`config.mk`:
```
export PLATFORM = sky130hd
export DESIGN_NAME = supercap_power_sequencer_unit
export DESIGN_NICKNAME = d
export VERILOG_FILES = /design/src/hdl/psq_pkg.sv /design/src/hdl/psq_cfg_regs.sv /design/src/hdl/psq_fsm.sv /design/src/hdl/supercap_power_sequencer_unit.sv
export SDC_FILE = /design/constraint.sdc
export NUM_CORES = 1
export LEC_CHECK = 0
export BUFFER_PORTS_ARGS = -buffer_cell sky130_fd_sc_hd__buf_2
export CAP_MARGIN = 20
export CORE_ASPECT_RATIO = 2
export CORE_UTILIZATION = 58
export CTS_CLUSTER_DIAMETER = 60
export CTS_CLUSTER_SIZE = 20
export DETAILED_ROUTE_END_ITERATION = 8
export HOLD_SLACK_MARGIN = 0.1
export PLACE_DENSITY = 0.79
export SLEW_MARGIN = 20
export SYNTH_ARGS = -nofsm -noshare
export SYNTH_HDL_FRONTEND = slang
export SYNTH_SLANG_ARGS = --single-unit
```
`constraint.sdc`:
```
create_clock -name clk -period 4.7 [get_ports clk]
set_input_delay 0.94 -clock clk [delete_from_list [all_inputs] [get_ports clk]]
set_output_delay 0.94 -clock clk [all_outputs]
set_load 0.1 [all_outputs]
```
`src/hdl/psq_pkg.sv`:
```
`default_nettype none

package psq_pkg;

    localparam int unsigned LEVEL_W   = 10;
    localparam int unsigned MS_W      = 16;
    localparam int unsigned DELTA_W   = 8;
    localparam int unsigned CFG_IDX_W = 3;
    localparam int unsigned CFG_DAT_W = 16;

    localparam logic [LEVEL_W-1:0] POWER_ON_THR_RST  = 10'd800;
    localparam logic [LEVEL_W-1:0] POWER_OFF_THR_RST = 10'd600;
    localparam logic [LEVEL_W-1:0] DCIN_THR_RST      = 10'd649;
    localparam logic [MS_W-1:0]    SHUTDOWN_TO_RST   = 16'd20000;
    localparam logic [MS_W-1:0]    OFF_TO_RST        = 16'd5000;
    localparam logic [MS_W-1:0]    REBOOT_TO_RST     = 16'd2000;

    localparam logic [CFG_IDX_W-1:0] REG_POWER_ON_THR  = 3'd0;
    localparam logic [CFG_IDX_W-1:0] REG_POWER_OFF_THR = 3'd1;
    localparam logic [CFG_IDX_W-1:0] REG_DCIN_THR      = 3'd2;
    localparam logic [CFG_IDX_W-1:0] REG_SHUTDOWN_TO   = 3'd3;
    localparam logic [CFG_IDX_W-1:0] REG_OFF_TO        = 3'd4;
    localparam logic [CFG_IDX_W-1:0] REG_REBOOT_TO     = 3'd5;

    localparam logic [2:0] LED_NONE     = 3'd0;
    localparam logic [2:0] LED_CHARGING = 3'd1;
    localparam logic [2:0] LED_GOOD     = 3'd2;
    localparam logic [2:0] LED_DRAINING = 3'd3;
    localparam logic [2:0] LED_SHUTDOWN = 3'd4;
    localparam logic [2:0] LED_OFF      = 3'd5;
    localparam logic [2:0] LED_WATCHDOG = 3'd6;

    typedef enum logic [3:0] {
        ST_BEGIN          = 4'd0,
        ST_ENT_PON_OFF    = 4'd1,
        ST_PON_OFF        = 4'd2,
        ST_ENT_PON_ON     = 4'd3,
        ST_PON_ON         = 4'd4,
        ST_ENT_POFF_ON    = 4'd5,
        ST_POFF_ON        = 4'd6,
        ST_ENT_SHUT       = 4'd7,
        ST_SHUT           = 4'd8,
        ST_ENT_WDR        = 4'd9,
        ST_WDR            = 4'd10,
        ST_ENT_OFF        = 4'd11,
        ST_OFF            = 4'd12
    } psq_state_t;

    typedef struct packed {
        logic [LEVEL_W-1:0] power_on_threshold;
        logic [LEVEL_W-1:0] power_off_threshold;
        logic [LEVEL_W-1:0] dcin_threshold;
        logic [MS_W-1:0]    shutdown_timeout_ms;
        logic [MS_W-1:0]    off_timeout_ms;
        logic [MS_W-1:0]    reboot_timeout_ms;
    } psq_cfg_t;

    typedef struct packed {
        logic [LEVEL_W-1:0] dcin_level;
        logic [LEVEL_W-1:0] supercap_level;
        logic [LEVEL_W-1:0] supply_level;
        logic               shutdown_request;
        logic [MS_W-1:0]    watchdog_max;
        logic [MS_W-1:0]    watchdog_age;
        logic [DELTA_W-1:0] delta_ms;
    } psq_item_t;

    typedef struct packed {
        logic [3:0] current_state;
        logic       enable_5v;
        logic       limit_pin;
        logic       enin_drive;
        logic [2:0] led_pattern;
        logic       shutdown_ack;
        logic       watchdog_clear;
    } psq_result_t;

endpackage

`default_nettype wire

```
`src/hdl/psq_cfg_regs.sv`:
```
`default_nettype none

module psq_cfg_regs
    import psq_pkg::*;
(
    input  wire logic                 clk,
    input  wire logic                 rst_n,
    input  wire logic                 cfg_we,
    input  wire logic [CFG_IDX_W-1:0] cfg_index,
    input  wire logic [CFG_DAT_W-1:0] cfg_data,
    output psq_cfg_t                  cfg
);

    psq_cfg_t cfg_reg;
    psq_cfg_t cfg_next;

    always_comb
    begin
        cfg_next = cfg_reg;
        if (cfg_we)
        begin
            unique case (cfg_index)
                REG_POWER_ON_THR:  cfg_next.power_on_threshold  = cfg_data[LEVEL_W-1:0];
                REG_POWER_OFF_THR: cfg_next.power_off_threshold = cfg_data[LEVEL_W-1:0];
                REG_DCIN_THR:      cfg_next.dcin_threshold      = cfg_data[LEVEL_W-1:0];
                REG_SHUTDOWN_TO:   cfg_next.shutdown_timeout_ms = cfg_data[MS_W-1:0];
                REG_OFF_TO:        cfg_next.off_timeout_ms      = cfg_data[MS_W-1:0];
                REG_REBOOT_TO:     cfg_next.reboot_timeout_ms   = cfg_data[MS_W-1:0];
                default:           cfg_next = cfg_reg;
            endcase
        end
    end

    always_ff @(posedge clk or negedge rst_n)
    begin
        if (!rst_n)
        begin
            cfg_reg.power_on_threshold  <= POWER_ON_THR_RST;
            cfg_reg.power_off_threshold <= POWER_OFF_THR_RST;
            cfg_reg.dcin_threshold      <= DCIN_THR_RST;
            cfg_reg.shutdown_timeout_ms <= SHUTDOWN_TO_RST;
            cfg_reg.off_timeout_ms      <= OFF_TO_RST;
            cfg_reg.reboot_timeout_ms   <= REBOOT_TO_RST;
        end
        else
        begin
            cfg_reg <= cfg_next;
        end
    end

    assign cfg = cfg_reg;

endmodule

`default_nettype wire

```
`src/hdl/psq_fsm.sv`:
```
`default_nettype none

module psq_fsm
    import psq_pkg::*;
(
    input  wire logic       clk,
    input  wire logic       rst_n,
    input  wire logic       advance,
    input  wire psq_item_t  item,
    input  wire psq_cfg_t   cfg,
    output psq_result_t     result
);

    psq_state_t      state_reg, state_next;
    logic [MS_W-1:0] timer_reg, timer_next;
    logic            en5v_reg, en5v_next;
    logic            lim_reg, lim_next;
    logic            enin_reg, enin_next;
    logic [2:0]      led;
    logic            sack;
    logic            wclr;
    logic            timer_clr;

    logic [MS_W:0]   timer_sum;
    logic [MS_W-1:0] timer_sat;
    logic            wd_expired;

    // saturating timer gain, taken before the state decisions
    assign timer_sum  = {1'b0, timer_reg} + {{(MS_W+1-DELTA_W){1'b0}}, item.delta_ms};
    assign timer_sat  = timer_sum[MS_W] ? {MS_W{1'b1}} : timer_sum[MS_W-1:0];
    assign wd_expired = (item.watchdog_max != '0) && (item.watchdog_age > item.watchdog_max);

    always_comb
    begin
        state_next = state_reg;
        unique case (state_reg)
            ST_BEGIN:
                state_next = (item.supply_level < cfg.power_on_threshold) ?
                             ST_ENT_PON_OFF : ST_ENT_PON_ON;
            ST_ENT_PON_OFF:
                state_next = ST_PON_OFF;
            ST_PON_OFF:
            begin
                if (item.dcin_level > cfg.power_on_threshold)
                    state_next = ST_ENT_PON_ON;
                else if (item.dcin_level < cfg.dcin_threshold)
                    state_next = ST_ENT_OFF;
            end
            ST_ENT_PON_ON:
                state_next = ST_PON_ON;
            ST_PON_ON:
            begin
                if (wd_expired)
                    state_next = ST_ENT_WDR;
                else if (item.dcin_level < cfg.dcin_threshold)
                    state_next = ST_ENT_POFF_ON;
            end
            ST_ENT_POFF_ON:
                state_next = ST_POFF_ON;
            ST_POFF_ON:
            begin
                if (wd_expired)
                    state_next = ST_ENT_WDR;
                else if (item.shutdown_request)
                    state_next = ST_ENT_SHUT;
                else if (item.dcin_level > cfg.dcin_threshold)
                    state_next = ST_ENT_PON_ON;
                else if (item.supercap_level < cfg.power_off_threshold)
                    state_next = ST_ENT_OFF;
            end
            ST_ENT_SHUT:
                state_next = ST_SHUT;
            ST_SHUT:
            begin
                if (timer_sat > cfg.shutdown_timeout_ms)
                    state_next = ST_ENT_OFF;
            end
            ST_ENT_WDR:
                state_next = ST_WDR;
            ST_WDR:
            begin
                if (timer_sat > cfg.reboot_timeout_ms)
                    state_next = ST_BEGIN;
            end
            ST_ENT_OFF:
                state_next = ST_OFF;
            ST_OFF:
            begin
                if (timer_sat > cfg.off_timeout_ms)
                    state_next = ST_BEGIN;
            end
            default:
                state_next = ST_BEGIN;
        endcase
    end

    always_comb
    begin
        en5v_next = en5v_reg;
        lim_next  = lim_reg;
        enin_next = enin_reg;
        led       = LED_NONE;
        sack      = 1'b0;
        wclr      = 1'b0;
        timer_clr = 1'b0;
        unique case (state_reg)
            ST_BEGIN:
            begin
                en5v_next = 1'b0;
                lim_next  = 1'b1;
                enin_next = 1'b0;
                wclr      = 1'b1;
            end
            ST_ENT_PON_OFF:
                led = LED_CHARGING;
            ST_ENT_PON_ON:
            begin
                en5v_next = 1'b1;
                led       = LED_GOOD;
            end
            ST_ENT_POFF_ON:
                led = LED_DRAINING;
            ST_POFF_ON:
                sack = !wd_expired && item.shutdown_request;
            ST_ENT_SHUT:
            begin
                led       = LED_SHUTDOWN;
                timer_clr = 1'b1;
            end
            ST_ENT_WDR:
            begin
                en5v_next = 1'b0;
                led       = LED_WATCHDOG;
                timer_clr = 1'b1;
            end
            ST_ENT_OFF:
            begin
                en5v_next = 1'b0;
                enin_next = 1'b1;
                lim_next  = 1'b0;
                led       = LED_OFF;
                timer_clr = 1'b1;
            end
            default:
                led = LED_NONE;
        endcase
        timer_next = timer_clr ? '0 : timer_sat;
    end

    always_ff @(posedge clk or negedge rst_n)
    begin
        if (!rst_n)
        begin
            state_reg <= ST_BEGIN;
            timer_reg <= '0;
            en5v_reg  <= 1'b0;
            lim_reg   <= 1'b1;
            enin_reg  <= 1'b0;
        end
        else if (advance)
        begin
            state_reg <= state_next;
            timer_reg <= timer_next;
            en5v_reg  <= en5v_next;
            lim_reg   <= lim_next;
            enin_reg  <= enin_next;
        end
    end

    always_comb
    begin
        result.current_state  = 4'(state_next);
        result.enable_5v      = en5v_next;
        result.limit_pin      = lim_next;
        result.enin_drive     = enin_next;
        result.led_pattern    = led;
        result.shutdown_ack   = sack;
        result.watchdog_clear = wclr;
    end

endmodule

`default_nettype wire

```
`src/hdl/supercap_power_sequencer_unit.sv`:
```
// Path: an accepted word goes into the input register, and its result into the result register,
// which it enters only when the result register is free or being drained.
// Throughput: one word per cycle while the output is not stalled; the sequencer state, timer
// and pin levels update as a word moves from the input register into the result register.
// Reset (rst_n, async, active low): sequencer in BEGIN, timer zero, 5 V off,
// limit pin high, enable-in released, thresholds and timeouts to defaults, both stages empty.
`default_nettype none

module supercap_power_sequencer_unit
    import psq_pkg::*;
(
    input  wire logic                 clk,
    input  wire logic                 rst_n,

    input  wire logic                 cfg_we,
    input  wire logic [CFG_IDX_W-1:0] cfg_index,
    input  wire logic [CFG_DAT_W-1:0] cfg_data,

    input  wire logic                 in_valid,
    output logic                      in_ready,
    input  wire logic [LEVEL_W-1:0]   dcin_level,
    input  wire logic [LEVEL_W-1:0]   supercap_level,
    input  wire logic [LEVEL_W-1:0]   supply_level,
    input  wire logic                 shutdown_request,
    input  wire logic [MS_W-1:0]      watchdog_max,
    input  wire logic [MS_W-1:0]      watchdog_age,
    input  wire logic [DELTA_W-1:0]   delta_ms,

    output logic                      out_valid,
    input  wire logic                 out_ready,
    output logic [3:0]                current_state,
    output logic                      enable_5v,
    output logic                      limit_pin,
    output logic                      enin_drive,
    output logic [2:0]                led_pattern,
    output logic                      shutdown_ack,
    output logic                      watchdog_clear
);

    psq_cfg_t    cfg;
    psq_item_t   item_reg;
    logic        item_valid_reg;
    psq_result_t res_reg;
    psq_result_t res_next;
    logic        res_valid_reg;
    logic        advance;
    logic        in_fire;

    psq_cfg_regs u_cfg (
        .clk       (clk),
        .rst_n     (rst_n),
        .cfg_we    (cfg_we),
        .cfg_index (cfg_index),
        .cfg_data  (cfg_data),
        .cfg       (cfg)
    );

    // move a word forward when the result slot is free or being drained
    assign advance  = item_valid_reg && (!res_valid_reg || out_ready);
    assign in_ready = !item_valid_reg || advance;
    assign in_fire  = in_valid && in_ready;

    always_ff @(posedge clk or negedge rst_n)
    begin
        if (!rst_n)
        begin
            item_valid_reg <= 1'b0;
        end
        else if (in_ready)
        begin
            item_valid_reg <= in_valid;
        end
    end

    always_ff @(posedge clk)
    begin
        if (in_fire)
        begin
            item_reg.dcin_level       <= dcin_level;
            item_reg.supercap_level   <= supercap_level;
            item_reg.supply_level     <= supply_level;
            item_reg.shutdown_request <= shutdown_request;
            item_reg.watchdog_max     <= watchdog_max;
            item_reg.watchdog_age     <= watchdog_age;
            item_reg.delta_ms         <= delta_ms;
        end
    end

    psq_fsm u_fsm (
        .clk     (clk),
        .rst_n   (rst_n),
        .advance (advance),
        .item    (item_reg),
        .cfg     (cfg),
        .result  (res_next)
    );

    always_ff @(posedge clk or negedge rst_n)
    begin
        if (!rst_n)
        begin
            res_valid_reg <= 1'b0;
        end
        else if (advance)
        begin
            res_valid_reg <= 1'b1;
        end
        else if (out_ready)
        begin
            res_valid_reg <= 1'b0;
        end
    end

    always_ff @(posedge clk)
    begin
        if (advance)
        begin
            res_reg <= res_next;
        end
    end

    assign out_valid      = res_valid_reg;
    assign current_state  = res_reg.current_state;
    assign enable_5v      = res_reg.enable_5v;
    assign limit_pin      = res_reg.limit_pin;
    assign enin_drive     = res_reg.enin_drive;
    assign led_pattern    = res_reg.led_pattern;
    assign shutdown_ack   = res_reg.shutdown_ack;
    assign watchdog_clear = res_reg.watchdog_clear;

endmodule

`default_nettype wire

```
== Yosys cells after proc, flatten, opt, wreduce, memory -nomap -nowiden ==
Cells that the tools add are included.
Widths: inputs -> output; s select.
Word-level totals
  register bits after elaboration: 186
  input bits: 95
  output and inout bits: 14
Operators by class
  equality and inequality tests: 17
  order comparisons: 9
  muxes and demuxes: 23
  reduce and logical (&&, ||, !) cells: 21
  $add $sub $neg: 1
Operators with widths (count)
  $gt 16x16->1: 4
  $pmux 4 s13: 1
  $mux 4: 11
  $mux 16: 2
  $lt 10x10->1: 3
  $eq 4x4->1 const B: 5
  $gt 10x10->1: 2
  $pmux 3 s6: 1
  $add 16x8->17: 1
  $eq 4x3->1 const B: 4
  $reduce_bool 16->1: 1
  $reduce_and 2->1: 6
  $eq 4x2->1 const B: 2
  $eq 3x2->1 const B: 2
  $eq 3x3->1 const B: 2
  $pmux 1 s2: 3
  $reduce_or 3->1: 2
  $eq 4x1->1 const B: 1
  $logic_and 1x1->1: 4
  $logic_not 4->1: 1
  $mux 1: 4
  $eq 3x1->1 const B: 1
  $logic_not 1->1: 3
  $logic_not 3->1: 1
  other kinds (3): 4

== Logic depth before layout (Yosys ltp) ==
  depth in word-level cells: 6
  depth in mapped cells: 18
  mapped depth without buffers: 17

== By module ==
A second synthesis with hierarchy kept.
Unflattened totals
  cells, all modules: 859
  area, all modules: 10131.0 um^2
Modules (own cells, without submodules)
  psq_fsm: cells an instance 599, area an instance 4488.1 um^2, instances 1
  psq_cfg_regs: cells an instance 169, area an instance 3046.7 um^2, instances 1
  supercap_power_sequencer_unit: cells an instance 91, area an instance 2596.2 um^2, instances 1

== Least setup slack after synthesis ==
OpenSTA, ideal clock, no wires.
  kind: register to register
  start point: register item_reg[0] in the netlist's numbering
  end point: register u_fsm.state_reg[3]
  cell stages (with the launch flop): 18
  setup time: 125 ps
  path buffers: 1
  setup slack: 385 ps
  data arrival time: 4190 ps
  period minus slack after synthesis: 4315 ps
  data required time: 4575 ps
  path through: edfxtp_1 > ha_1 > fa_1 > a21o_1 > a21oi_1 > nand2b_1 > a211oi_1 > nand3b_1 > clkbuf_1 > nand3_1 > o21a_1 > ha_1 > nand4_1 > or4_4 > o2111ai_2 > o2111ai_1 > or3_4 > mux2_4
RTL lines
  start: declaration: line supercap_power_sequencer_unit.sv:41  | psq_item_t item_reg;
  end signal: assignment: line psq_fsm.sv:162  | state_reg <= state_next;
  end: declaration: line psq_fsm.sv:14  | psq_state_t state_reg, state_next;

==> summary.md <==
The routed design has 22300 um of wire. Setup repair after global routing left no endpoint under its margin. The number of setup buffers added after CTS is 0. In this run, synthesis produced a sequential element count of 186. The critical path goes through ha_1 > fa_1 > a21o_1 > a21oi_2 > nand2b_1 > a211oi_4 > nand3b_1 > buf_6 > nand3_1 > o21a_1 > ha_1 > nand4_1 > or3_1 > a21oi_1 > o31a_1 > o2111ai_1 > or3_4 > mux2_4.

Summing all multi-input logic gate instances after layout gives 4300 sq um. Setup violations remaining at the end of the flow were counted as 0. The combined buffer and inverter count along the critical path came out at 1. The CTS sink count is 186. The tools report the number of global-route vias before repair as 7386. The logs give 3.73 mW for the internal power consumption and 0 for the number of maximum-capacitance constraint violations. The number of antenna violations at the first check in global routing was 0.

The highest clock frequency the design can meet is 222 MHz. The flow ran to the end, and the final reports show no timing, DRC or antenna violations. The worst path meets setup with 0.197 ns of slack. The register with the most flip-flops in the layout has 78 of them. Among all stages on the critical path, the largest delay is contributed by fa_1. After routing the design area is 11300 sq um.

Clock network fraction of total power: 22.4%. The count of port buffers added during placement is 108, and the area overhead of the layout relative to synthesis is 14.4%. Number of standard-cell rows in the floorplan: 67. Among all cell types in the netlist, the one instantiated most often is ha_1. The remaining global-route overflow is 0, and the required time of the worst setup path is 5.02 ns. In the final layout, flip-flops and latches occupy 5100 sq um.

The most used cell along the critical path was ha_1. The top-level port count was 109; the average footprint of a synthesized cell was 11.2 sq um. For the placer's final routability congestion estimate, the log shows 0.895. For the worst-skew pair later-pin latency, the log shows 0.44 ns.

In this run switching power makes up 39.3% of total power. The final instance count without filler cells was 1216. The H-tree generated during clock tree synthesis spans 4 levels.

The top cell type by total area after synthesis is edfxtp_1. The post-cts hold buffer count was 0. Ranked by total cell area, the synthesized netlist is headed by edfxtp_1, dfrtp_1, ha_1, dfstp_2, mux2_2.

For the cell total after placement, the log shows 1183. The cell type group with the largest total delay on the critical path was simple AND/OR/NAND/NOR gates. The placed instances occupy a cell area of 10700 sq um.

The horizontal extent of the die was 94.1 um. Class of the most critical hold timing path: register to register. The fraction of synthesized cell area taken by the top area cell type works out to 25.3%.

The reported leakage power came out at 5.08 nW. The share of synthesized flip-flops with an asynchronous set or reset is 55.4%. Headroom to the max-slew limit came out at 31.6%. The worst supply voltage drop on vdd was 0.402 mV.

The worst path uses 95.8% of the clock period. Transition at the pin with the smallest max-transition slack: 1.02 ns. The placeable core region is 16700 sq um. The maximum fanout encountered on the critical timing path was 18. The repair_antennas step left the layout with diodes totalling 0.

The die span in y works out to 186 um. In the synthesized netlist, the cells that appear most often are ha_1, inv_1, edfxtp_1. The run gives 0 as the final-report hold violation count.

Clock tree synthesis selected as its root buffer the cell clkbuf_16. Once detailed placement completed, the half-perimeter wirelength came to 17100 um. The logs give 2.42 mW for the net switching power of the design and 35100 um for the global-route wire length before repair.

The number of nets handed over by synthesis was 1088. The setup check on the worst reg-to-reg path leaves a slack of 0.20 ns. The part of the power in combinational logic was 40.3%. Dividing total power by cell area gives a power density of 546 nW/um^2.

STA classifies the critical path startpoint as a register. On the worst path, the slowest cell contributes a delay of 0.41 ns. Global routing used 27.2% of the available tracks across all layers. The total CTS buffers was 17; the share of post-route cells with drive strength above 1 was 22.9%. The die covers 17500 sq um. Across the routed clock network, the largest skew measured is 0.0102 ns.

The DRC violations left is 0. TritonCTS built the clock tree. The final routed wire length divided by cell count came out at 18.4 um. Counting every instance in the synthesized netlist gives 882. The count of final max-slew check failures is 0. In this run, the number of DRC markers left after iteration 0 of detailed routing was 295. The logs give 37.3% for the sequential share of power and 0 for the synthesis warning total. For the synthesized cell area, the log shows 9840 sq um. The most common flop cell mapped by yosys is edfxtp_1. The worst path in the final design needs a cycle of 4.50 ns, including I/O delays and setup.

The tools report the number of distinct library cells after synthesis as 61. The minimum setup slack after placement came out at -0.0711 ns. The number of vias after detailed routing is 7126. The number of nets in the finished design came out at 1202.

Counting flops with a built-in enable in the synthesized netlist gives 83. The pre-antenna-repair detailed-routing pass consisted of 5 iterations. Adding up every negative setup slack in the final design gives 0 ns. The longest clock path from root to sink contains 2 buffers. Once the floorplan was initialized, standard cells occupied 59.0% of the core. The largest net degree at the start of global routing was 77. Post-synthesis sequential area ratio: 51.9%.

The worst setup path is captured at a register. Once detail routing completed, the nets flagged for antenna violations numbered 0. Data on the critical path arrives at its endpoint at 4.82 ns. The setup path with the least slack is of type register to register.

Clock-pin slew was measured on the worst setup and hold paths at 0.07 ns. Fill cells in the final layout number 1266. Using the TritonRoute via totals, the vias-per-cell ratio works out to 5.86.
## final timing paths
path / cells after the start / endpoint / startpoint
max in group asynchronous: 2 / u_cfg.cfg[19] / rst_n
max: 18 / u_fsm.state_reg[3] / item_reg[0]
min in group asynchronous: 1 / u_cfg.cfg[45] / rst_n
min reg2reg: 2 / u_fsm.timer_reg[0] / u_fsm.timer_reg[0]
max reg2reg: 18 / u_fsm.state_reg[3] / item_reg[0]
min: 2 / u_fsm.timer_reg[0] / u_fsm.timer_reg[0]
## logic make-up (layout without fill, tap and decap cells)
logic type / Yosys count / count (layout) / synth area share (%)
mux: 42 / 42 / 4.84
compound gates: 202 / 202 / 13.0
xor+xnor: 8 / 8 / 0.712
flops: 186 / 186 / 51.9
simple gates: 205 / 205 / 10.5
fa+ha+maj: 111 / 111 / 14.2
buf+inv: 128 / 255 / 4.88
## cells in the final DEF, fill, tap and decap left out, types with 4 or more instances in the layout
cell / count
nor2_1: 18
a21oi_1: 56
dfrtp_1: 75
nand3_1: 18
o21ai_0: 59
a21o_1: 8
clkinv_4: 4
nand2_1: 80
a31oi_1: 4
inv_1: 102
ha_1: 110
buf_4: 10
edfxtp_1: 83
xor2_1: 4
nor3_1: 11
nor4_1: 8
and2_1: 4
a211oi_1: 12
nand2b_1: 13
inv_6: 4
o211ai_1: 4
o21a_1: 10
xnor2_1: 4
nand4_1: 19
mux2_2: 40
nor2b_1: 10
dfstp_2: 28
clkbuf_16: 17
buf_2: 107
o21ai_1: 6
a31o_1: 5
a22o_1: 8
## timing repair
action	in CTS	in global routing
gates resized for setup	1	3
endpoints found under the setup margin	2	2
endpoints found under the hold margin	0	0
## area by class of cell
type / instances / share of cell area [%]
Clock inverter: 15 / 1.27
Tap cell: 207 / 2.30
Clock buffer: 17 / 3.78
Timing Repair Buffer: 120 / 5.72
Multi-Input combinational cell: 568 / 38.2
Sequential cell: 186 / 45.3
Inverter: 103 / 3.43
## power groups by stage
stage	Clock, mW	Sequential (mW)	Combinational (mW)
after floorplan	0	2.45	1.56
after global placement	0	2.31	2.33
after detailed placement	0	2.32	2.40
after CTS	1.39	2.29	2.45
after global routing	1.45	2.33	2.73
final	1.37	2.29	2.48
## per-stage QoR
step                      power, mW  hold WS [ns]  util [%]
after detailed placement       4.72         0.476      63.9
after floorplan                4.01         0.453         -
after CTS                      6.13         0.492      67.3
final                          6.15         0.489      67.5
after global routing           6.51         0.517      67.5
after global placement         4.64         0.467      63.8
## tightest hold or removal path, delay by kind of cell (launching register included)
kind,cells,cell delay (ns)
and+or+nand+nor,1,0.05
DFF,1,0.35
AOI/OAI and AO/OA,1,0.06
## layer usage
layer | share of wire, % | global-route usage (%) | vias up | routed length [um]
li1 | - | - | 3409 | -
met1 | 35 | 25.8 | 3426 | 7720
met2 | 54 | 50.5 | 200 | 12200
met3 | 3.2 | 3.74 | 91 | 710
met4 | 7.8 | 22.5 | 0 | 1740
met5 | 0 | 0 | - | 0
Note: power is estimated with default switching activity, not from simulation.
